`src/hw/rtl/ltfw_pkg.sv`:
```
// Shared types and codes for the lock table with first-in-first-out waiters.
package ltfw_pkg;

	// Request codes carried in the command field; any other code acts as a query.
	localparam logic [1:0] CMD_ACQUIRE = 2'd0;
	localparam logic [1:0] CMD_RELEASE = 2'd1;

	// Sequencer states.
	typedef enum logic [1:0] {
		ST_IDLE,
		ST_LOOK,
		ST_POP
	} ltfw_state_t;

	// Commands from the controller to the datapath.
	typedef struct packed {
		logic latch;    // capture the request and read its lock entry
		logic pop_rd;   // read the oldest waiter of the addressed lock
		logic commit;   // write the updated lock entry and load the result
		logic pop_sel;  // the update is a handoff to the fetched waiter
	} ltfw_cmd_t;

	// Status from the datapath to the controller.
	typedef struct packed {
		logic need_pop;  // release on a lock that has waiters
		logic out_free;  // the result register can take a new item
	} ltfw_stat_t;

endpackage

```
`src/hw/rtl/ltfw_ctrl.sv`:
```
// Controller state machine that sequences one lock request at a time.
module ltfw_ctrl (
	input  logic                clk,
	input  logic                arst_n,
	input  logic                in_valid,
	output logic                in_ready,
	input  ltfw_pkg::ltfw_stat_t stat,
	output ltfw_pkg::ltfw_cmd_t  ctl
);
	import ltfw_pkg::*;

	ltfw_state_t state_q;
	ltfw_state_t state_d;

	// State register.
	always_ff @(posedge clk or negedge arst_n) begin
		if (!arst_n) begin
			state_q <= ST_IDLE;
		end else begin
			state_q <= state_d;
		end
	end

	// Next state.
	always_comb begin
		state_d = state_q;
		unique case (state_q)
			ST_IDLE: begin
				if (in_valid) begin
					state_d = ST_LOOK;
				end
			end
			ST_LOOK: begin
				if (stat.need_pop) begin
					state_d = ST_POP;
				end else if (stat.out_free) begin
					state_d = ST_IDLE;
				end
			end
			ST_POP: begin
				if (stat.out_free) begin
					state_d = ST_IDLE;
				end
			end
			default: begin
				state_d = ST_IDLE;
			end
		endcase
	end

	// Outputs.
	always_comb begin
		in_ready    = 1'b0;
		ctl.latch   = 1'b0;
		ctl.pop_rd  = 1'b0;
		ctl.commit  = 1'b0;
		ctl.pop_sel = 1'b0;
		unique case (state_q)
			ST_IDLE: begin
				in_ready  = 1'b1;
				ctl.latch = in_valid;
			end
			ST_LOOK: begin
				ctl.pop_rd = stat.need_pop;
				ctl.commit = !stat.need_pop && stat.out_free;
			end
			ST_POP: begin
				ctl.pop_sel = 1'b1;
				ctl.commit  = stat.out_free;
			end
			default: begin
				in_ready = 1'b0;
			end
		endcase
	end

endmodule

```
`src/hw/rtl/ltfw_datapath.sv`:
```
// Datapath: lock table, waiter store, update logic and the result register.
module ltfw_datapath #(
	parameter int LOCK_COUNT  = 16,
	parameter int QUEUE_DEPTH = 8,
	parameter int ID_BITS     = 8
) (
	input  logic                 clk,
	input  logic                 arst_n,
	input  ltfw_pkg::ltfw_cmd_t  ctl,
	output ltfw_pkg::ltfw_stat_t stat,
	input  logic [1:0]           command,
	input  logic [3:0]           lock_index,
	input  logic [7:0]           requester_id,
	output logic                 out_valid,
	input  logic                 out_ready,
	output logic [15:0]          out_data
);
	import ltfw_pkg::*;

	localparam int LiW    = (LOCK_COUNT > 1) ? $clog2(LOCK_COUNT) : 1;
	localparam int HW     = (QUEUE_DEPTH > 1) ? $clog2(QUEUE_DEPTH) : 1;
	localparam int CW     = $clog2(QUEUE_DEPTH + 1);
	localparam int SW     = CW + 1;
	localparam int Slots  = LOCK_COUNT * QUEUE_DEPTH;
	localparam int AW     = (Slots > 1) ? $clog2(Slots) : 1;

	// Lock table and waiter store; the valid bits make unwritten lock entries read as free.
	logic          lk_held_mem  [LOCK_COUNT];
	logic [ID_BITS-1:0] lk_owner_mem [LOCK_COUNT];
	logic [HW-1:0] lk_head_mem  [LOCK_COUNT];
	logic [CW-1:0] lk_count_mem [LOCK_COUNT];
	logic [LOCK_COUNT-1:0] lk_valid_q;
	logic [ID_BITS-1:0] wt_mem [Slots];

	// Captured request and entry read data.
	logic [1:0]         cmd_q;
	logic [LiW-1:0]     li_q;
	logic               in_range_q;
	logic [ID_BITS-1:0] rid_q;
	logic               ent_valid_q;
	logic               ent_held_q;
	logic [ID_BITS-1:0] ent_owner_q;
	logic [HW-1:0]      ent_head_q;
	logic [CW-1:0]      ent_count_q;
	logic [ID_BITS-1:0] wt_rd_q;

	// Result register.
	logic        out_valid_q;
	logic [15:0] out_data_q;

	logic [LiW-1:0] li_in;
	logic           in_range_in;
	logic               cur_held;
	logic [ID_BITS-1:0] cur_owner;
	logic [HW-1:0]      cur_head;
	logic [CW-1:0]      cur_count;
	logic [SW-1:0]      tail_sum;
	logic [HW-1:0]      tail_slot;
	logic [CW-1:0]      head_inc;
	logic [HW-1:0]      head_next;
	logic [AW-1:0]      wt_waddr;
	logic [AW-1:0]      wt_raddr;
	logic               wt_we;
	logic               nxt_held;
	logic [ID_BITS-1:0] nxt_owner;
	logic [HW-1:0]      nxt_head;
	logic [CW-1:0]      nxt_count;
	logic               res_granted;
	logic               res_full;
	logic               push;
	logic               lk_we;

	assign li_in       = LiW'(lock_index);
	assign in_range_in = (int'(lock_index) < LOCK_COUNT);

	// Request capture and lock entry read.
	always_ff @(posedge clk) begin
		if (ctl.latch) begin
			cmd_q      <= command;
			li_q       <= li_in;
			in_range_q <= in_range_in;
			rid_q      <= ID_BITS'(requester_id);
			if (in_range_in) begin
				ent_held_q  <= lk_held_mem[li_in];
				ent_owner_q <= lk_owner_mem[li_in];
				ent_head_q  <= lk_head_mem[li_in];
				ent_count_q <= lk_count_mem[li_in];
			end
		end
		if (lk_we) begin
			lk_held_mem[li_q]  <= nxt_held;
			lk_owner_mem[li_q] <= nxt_owner;
			lk_head_mem[li_q]  <= nxt_head;
			lk_count_mem[li_q] <= nxt_count;
		end
	end

	// Entry valid bits, cleared at reset.
	always_ff @(posedge clk or negedge arst_n) begin
		if (!arst_n) begin
			lk_valid_q  <= '0;
			ent_valid_q <= 1'b0;
		end else begin
			if (ctl.latch) begin
				ent_valid_q <= in_range_in && lk_valid_q[li_in];
			end
			if (lk_we) begin
				lk_valid_q[li_q] <= 1'b1;
			end
		end
	end

	// Entry as seen by the update logic; an unwritten entry is a free lock.
	assign cur_held  = ent_valid_q && ent_held_q;
	assign cur_owner = ent_valid_q ? ent_owner_q : '0;
	assign cur_head  = ent_valid_q ? ent_head_q : '0;
	assign cur_count = ent_valid_q ? ent_count_q : '0;

	// Circular queue positions: tail slot for a push, next head after a pop.
	assign tail_sum  = SW'(cur_head) + SW'(cur_count);
	assign tail_slot = (tail_sum >= SW'(QUEUE_DEPTH)) ? HW'(tail_sum - SW'(QUEUE_DEPTH))
	                                                 : HW'(tail_sum);
	assign head_inc  = CW'(cur_head) + CW'(1);
	assign head_next = (head_inc >= CW'(QUEUE_DEPTH)) ? HW'(head_inc - CW'(QUEUE_DEPTH))
	                                                 : HW'(head_inc);

	assign wt_waddr = AW'(int'(li_q) * QUEUE_DEPTH + int'(tail_slot));
	assign wt_raddr = AW'(int'(li_q) * QUEUE_DEPTH + int'(cur_head));

	// Next lock entry and result flags.
	always_comb begin
		nxt_held    = cur_held;
		nxt_owner   = cur_owner;
		nxt_head    = cur_head;
		nxt_count   = cur_count;
		res_granted = 1'b0;
		res_full    = 1'b0;
		push        = 1'b0;
		case (cmd_q)
			CMD_ACQUIRE: begin
				if (!cur_held) begin
					nxt_held    = 1'b1;
					nxt_owner   = rid_q;
					res_granted = 1'b1;
				end else if (cur_count == CW'(QUEUE_DEPTH)) begin
					res_full = 1'b1;
				end else begin
					push      = 1'b1;
					nxt_count = cur_count + CW'(1);
				end
			end
			CMD_RELEASE: begin
				if (ctl.pop_sel) begin
					nxt_held  = 1'b1;
					nxt_owner = wt_rd_q;
					nxt_head  = head_next;
					nxt_count = cur_count - CW'(1);
				end else begin
					nxt_held  = 1'b0;
					nxt_owner = '0;
				end
			end
			default: begin
				// Query and the unused code leave the entry as it is.
				nxt_held = cur_held;
			end
		endcase
	end

	assign lk_we = ctl.commit && in_range_q;
	assign wt_we = lk_we && push;

	// Waiter store: one write port, one registered read port.
	always_ff @(posedge clk) begin
		if (wt_we) begin
			wt_mem[wt_waddr] <= rid_q;
		end
		if (ctl.pop_rd) begin
			wt_rd_q <= wt_mem[wt_raddr];
		end
	end

	// Result register, loaded on commit and emptied when the item is taken.
	always_ff @(posedge clk or negedge arst_n) begin
		if (!arst_n) begin
			out_valid_q <= 1'b0;
		end else if (ctl.commit) begin
			out_valid_q <= 1'b1;
		end else if (out_ready) begin
			out_valid_q <= 1'b0;
		end
	end

	always_ff @(posedge clk) begin
		if (ctl.commit) begin
			if (in_range_q) begin
				out_data_q <= {1'b0, res_full, 4'(nxt_count),
				               (nxt_held ? 8'(nxt_owner) : 8'd0), nxt_held, res_granted};
			end else begin
				out_data_q <= '0;
			end
		end
	end

	assign out_valid     = out_valid_q;
	assign out_data      = out_data_q;
	assign stat.out_free  = !out_valid_q || out_ready;
	assign stat.need_pop  = in_range_q && (cmd_q == CMD_RELEASE) && (cur_count != '0);

endmodule

```
`src/hw/rtl/lock_table_with_fifo_waiters_unit.sv`:
```
// Top level of the lock table with first-in-first-out waiter queues.
//
// Requests enter on the s_axis channel: acquire, release or query of one lock.
// Each request yields exactly one result item on the m_axis channel with the
// grant flag, the owner after the operation, the waiter count and a flag that
// marks an acquire dropped because the lock's wait queue was full.
// Requests are handled one at a time by a small sequencer. An acquire, a query
// or a release with no waiters is loaded into the result register from the look
// step; a release that hands the lock to a waiter is loaded from the pop step,
// since the waiter store is read through its registered port after the lock entry.
// A new request is accepted in the cycle after the previous result is loaded,
// and a waiting result does not hold up the input side.
// If the receiver stalls, the result register holds its item and the next
// request waits in the commit step until the register is free.
// Reset clears all locks to free with empty queues at once, through one valid
// bit per lock entry; the waiter store needs no clearing.
module lock_table_with_fifo_waiters_unit #(
	parameter int LOCK_COUNT  = 16,
	parameter int QUEUE_DEPTH = 8,
	parameter int ID_BITS     = 8
) (
	input  logic        clk,
	input  logic        arst_n,
	input  logic        s_axis_tvalid,
	output logic        s_axis_tready,
	// command[1:0], lock_index[5:2], requester_id[13:6], zero[15:14]
	input  logic [15:0] s_axis_tdata,
	output logic        m_axis_tvalid,
	input  logic        m_axis_tready,
	// granted[0], has_owner[1], owner_id[9:2], waiter_count[13:10], queue_full[14], zero[15]
	output logic [15:0] m_axis_tdata
);
	import ltfw_pkg::*;

	ltfw_cmd_t  ctl;
	ltfw_stat_t stat;

	ltfw_ctrl u_ctrl (
		.clk      (clk),
		.arst_n   (arst_n),
		.in_valid (s_axis_tvalid),
		.in_ready (s_axis_tready),
		.stat     (stat),
		.ctl      (ctl)
	);

	ltfw_datapath #(
		.LOCK_COUNT  (LOCK_COUNT),
		.QUEUE_DEPTH (QUEUE_DEPTH),
		.ID_BITS     (ID_BITS)
	) u_datapath (
		.clk          (clk),
		.arst_n       (arst_n),
		.ctl          (ctl),
		.stat         (stat),
		.command      (s_axis_tdata[1:0]),
		.lock_index   (s_axis_tdata[5:2]),
		.requester_id (s_axis_tdata[13:6]),
		.out_valid    (m_axis_tvalid),
		.out_ready    (m_axis_tready),
		.out_data     (m_axis_tdata)
	);

	// A result is never loaded over one that the receiver has not taken.
	a_no_overwrite: assert property (@(posedge clk) disable iff (!arst_n)
		ctl.commit |-> (!m_axis_tvalid || m_axis_tready))
		else $error("result register overwritten");

	// After an accepted item the block is not ready again in the next cycle.
	a_busy_after_accept: assert property (@(posedge clk) disable iff (!arst_n)
		(s_axis_tvalid && s_axis_tready) |=> !s_axis_tready)
		else $error("item accepted while the previous one is in work");

	// A waiter read is always followed by the handoff step, not by a new item.
	a_pop_then_handoff: assert property (@(posedge clk) disable iff (!arst_n)
		ctl.pop_rd |=> (ctl.pop_sel && !s_axis_tready))
		else $error("waiter read without handoff");

	// A granted acquire leaves the lock held and is never also a dropped one.
	a_grant_consistent: assert property (@(posedge clk) disable iff (!arst_n)
		(m_axis_tvalid && m_axis_tdata[0]) |-> (m_axis_tdata[1] && !m_axis_tdata[14]))
		else $error("inconsistent grant result");

endmodule
```
`config.mk`:
```
export PLATFORM = sky130hd
export DESIGN_NAME = lock_table_with_fifo_waiters_unit
export DESIGN_NICKNAME = d
export VERILOG_FILES = /design/src/hw/rtl/ltfw_pkg.sv /design/src/hw/rtl/ltfw_ctrl.sv /design/src/hw/rtl/ltfw_datapath.sv /design/src/hw/rtl/lock_table_with_fifo_waiters_unit.sv
export SDC_FILE = /design/constraint.sdc
export NUM_CORES = 2
export LEC_CHECK = 0
export ABC_CLOCK_PERIOD_IN_PS = 4000
export BUFFER_PORTS_ARGS = -buffer_cell sky130_fd_sc_hd__buf_2
export CELL_PAD_IN_SITES_DETAIL_PLACEMENT = 1
export CELL_PAD_IN_SITES_GLOBAL_PLACEMENT = 1
export CORE_MARGIN = 2
export CORE_UTILIZATION = 50
export CTS_CLUSTER_DIAMETER = 60
export CTS_CLUSTER_SIZE = 14
export DETAILED_ROUTE_END_ITERATION = 8
export GPL_TIMING_DRIVEN = 0
export PLACE_DENSITY_LB_ADDON = 0.1
export SKIP_LAST_GASP = 1
export SYNTH_ARGS = -nofsm -noshare
export SYNTH_HDL_FRONTEND = slang
export SYNTH_HIERARCHICAL = 1
export SYNTH_SLANG_ARGS = --single-unit
```
`constraint.sdc`:
```
create_clock -name clk -period 4 [get_ports clk]
set_input_delay 0.6 -clock clk [delete_from_list [all_inputs] [get_ports clk]]
set_output_delay 0.6 -clock clk [all_outputs]
set_load 0.1 [all_outputs]
```
==> run summary <==
outcome - finished with violations
failing checks - negative setup slack
Synth cell types - 71
Post-synth ARST share - 1.478%
DRC - 0
largest net degree at the start of global routing - 33
Design Power - 36.51 mW
cell area after layout - 64,650 um2
number of global-route vias before repair - 33,240
cell at the root of the clock tree - clkbuf_16
Yosys reg bits - 1,353
Clock transition at path regs - 60 ps
register area share after synthesis - 75.36%
final net count - 3,453
CP Capture Type - register
Core Util, Final - 60.47%
Area Growth Syn to Fin - 20.21%
1st-pass router iterations - 9
Final min period - 4232 ps
Starting Density - 50.31%
CP max FO - 10
Cell Count, Final, Fillers Out - 4,890
layout cell share with drive strength beyond 1 - 30.56%
pre-CTS setup slack - -2352 ps
placed standard-cell area - 57,310 um2
Slew HR - 2.694%
Buf+Inv Stages, Crit Path - 2
number of synthesized flops with an enable pin - 1,333
WHS - 42.60 ps
actual slew at the worst max-slew pin - 1460 ps
prevailing post-synth register cell - edfxtp_1
remaining antenna violation count - 0
Top delay family on crit path - compound AO/OA/AOI/OAI gates
Worst Skew - 38.46 ps
Routed WL - 185,800 um
Slew Viols, Final - 0
Inst Count DP - 4,558
total gr overflow - 0
Rows - 120
final setup violation count - 6
clk buf depth - 3
Core ar. - 106,900 um2
clock sinks - 1,353
Fmax - 236.3 MHz
footprint of the multi-input gates - 13,510 um2
I/O Buffers - 34
Worst Path Required - 4530 ps
worst skew pair latency - 750 ps
HPWL after DPL - 127,100 um
Critical-path top delay cell - o311ai_0
Vias per Instance - 6.675
max-cap violations - 0
Syn Nets - 3,084
cells along the critical path - and2_0 > nand2_1 > clkbuf_2 > buf_2 > o22ai_1 > o311ai_0 > o2bb2ai_1 > nor3_1
Arr. time, crit path - 4760 ps
Reg area - 40,530 um2
Mapped Area - 53,780 um2
total CTS buffers - 118
Syn Area/Cell - 17.59 um2
RSZ-0062 raised after global routing - true
# IOs - 38
Mapped Cells - 3,058
Final TNS setup - -661.8 ps
Crit Path Class - register to register
initial antenna violation count - 12
Die Wd - 332.0 um
count of yosys warnings during synthesis - 6
CTS tree - done
P per Cell Area - 564.8 nW/um2
type of origin of the critical path - register
# fillers - 9,216
Worst path max stage delay - 880 ps
Hold Path Class - input pin to register
Lkg Pwr - 21.01 nW
vias post-DR - 32,640
Final Hold Fails - 0
gr usage total - 33.77%
WL per Instance - 38.00 um
CTS H-Tree Depth - 3
placer's final routability congestion estimate - 0.9636
global-route wire length before repair - 259,900 um
die height - 332.0 um
die area - 110,200 um2
Detailed Route Iter0 Violations - 4,624
period utilization - 105.8%
Max IR drop VDD - 0.4458 mV
setup slack after layout - -232.1 ps
==> flip-flops by register name (all words and copies together), names as in the netlist, 2 cells and up <==
| signal | cells |
|---|---|
| u_datapath/wt_mem | 1024 |
| u_datapath/ent_head_q | 3 |
| u_datapath/ent_owner_q | 8 |
| u_datapath/lk_held_mem | 16 |
| u_datapath/rid_q | 8 |
| u_ctrl/state_q | 2 |
| u_datapath/cmd_q | 2 |
| u_datapath/wt_rd_q | 8 |
| u_datapath/lk_head_mem | 48 |
| u_datapath/lk_count_mem | 64 |
| u_datapath/lk_valid_q | 16 |
| u_datapath/li_q | 4 |
| u_datapath/ent_count_q | 4 |
| u_datapath/out_data | 15 |
| u_datapath/lk_owner_mem | 128 |
==> final cells by class <==
type | count | area share, %
Inverter | 16 | 0.09290
Multi-Input combinational cell | 1490 | 20.90
Tap cell | 1403 | 2.715
Timing Repair Buffer | 250 | 6.279
Sequential cell | 1353 | 62.70
Buffer | 198 | 1.988
Antenna cell | 2 | 0.007742
Clock buffer | 137 | 4.810
Clock inverter | 41 | 0.5090
==> power by group <==
group	leakage (nW)	switching, mW	internal, mW
combinational	7.05	6.51	2.55
sequential	12.3	0.203	16.5
clock	1.66	5.15	5.63
==> cells in the mapped netlist, drive strengths merged (16+ instances only) <==
library cell / number / area, um2
a222oi: 57 / 570.6
a211oi: 19 / 142.6
edfxtp: 1333 / 40030
o21ai: 109 / 545.5
o22ai: 71 / 444.2
nor2: 211 / 802.0
mux4: 117 / 2635
clkbuf: 60 / 225.2
buf: 139 / 883.3
nand3: 18 / 90.09
a21o: 52 / 390.4
a22oi: 39 / 292.8
inv: 16 / 60.05
mux2: 203 / 2290
nor3: 54 / 270.3
nand2: 132 / 498.0
mux2i: 77 / 770.7
dfrtp: 20 / 500.5
a31oi: 26 / 162.7
a21oi: 70 / 350.3
and2: 35 / 224.0
nor2b: 23 / 153.9
or2: 18 / 112.6
==> cells by family (layout without fill, tap and decap cells) <==
group / after synthesis / after routing / share of synthesized area [%]
other: 1 / 3 / 0.006973
xor gates and xnor gates: 7 / 7 / 0.1140
buffers and inverters: 215 / 642 / 2.173
adders and majority gates: 6 / 6 / 0.1396
DFF: 1353 / 1353 / 75.36
AOI/OAI and AO/OA: 555 / 555 / 7.189
muxes: 397 / 397 / 10.59
and+or+nand+nor: 524 / 524 / 4.425
==> final timing paths <==
path / start / to / slack (ps) / depth (start not counted)
min in group asynchronous: arst_n / u_datapath/out_valid / 360 / 2
min reg2reg: u_datapath/lk_valid_q[5] / u_datapath/lk_valid_q[5] / 470 / 1
min: s_axis_tdata[10] / u_datapath/rid_q[4] / 40 / 1
max reg2reg: u_datapath/ent_head_q[2] / u_datapath/wt_rd_q[1] / -230 / 8
max in group asynchronous: arst_n / u_datapath/ent_valid_q / 3270 / 2
max: u_datapath/ent_head_q[2] / u_datapath/wt_rd_q[1] / -230 / 8
==> metal layers <==
layer	up-vias	track usage, %	wire length [um]
met5	-	0	81
met4	12	15.74	9981
met3	477	7.981	18490
met2	1978	53.15	86890
met1	17150	44.82	70360
li1	13020	-	-
==> placed cells by master (no fill, tap or decap), types with 70 or more instances in the layout <==
cell type and n:
o22ai_1 70, mux2i_1 77, buf_4 90, nand2_1 107, edfxtp_1 1333, clkbuf_16 122
buf_2 92, nor2_4 144, o21ai_0 105, mux4_2 117, clkbuf_1 71, mux2_2 183
buf_12 101
==> what timing repair did <==
action | 4_1_cts | 5_1_grt
hold buffers | 1 | 0
gates resized for setup | 384 | 24
setup endpoints to repair | 1381 | 1104
pin swaps | 109 | 7
endpoints found under the hold margin | 20 | 0
setup buffers | 150 | 2
Note: power is estimated with default switching activity, not from simulation.
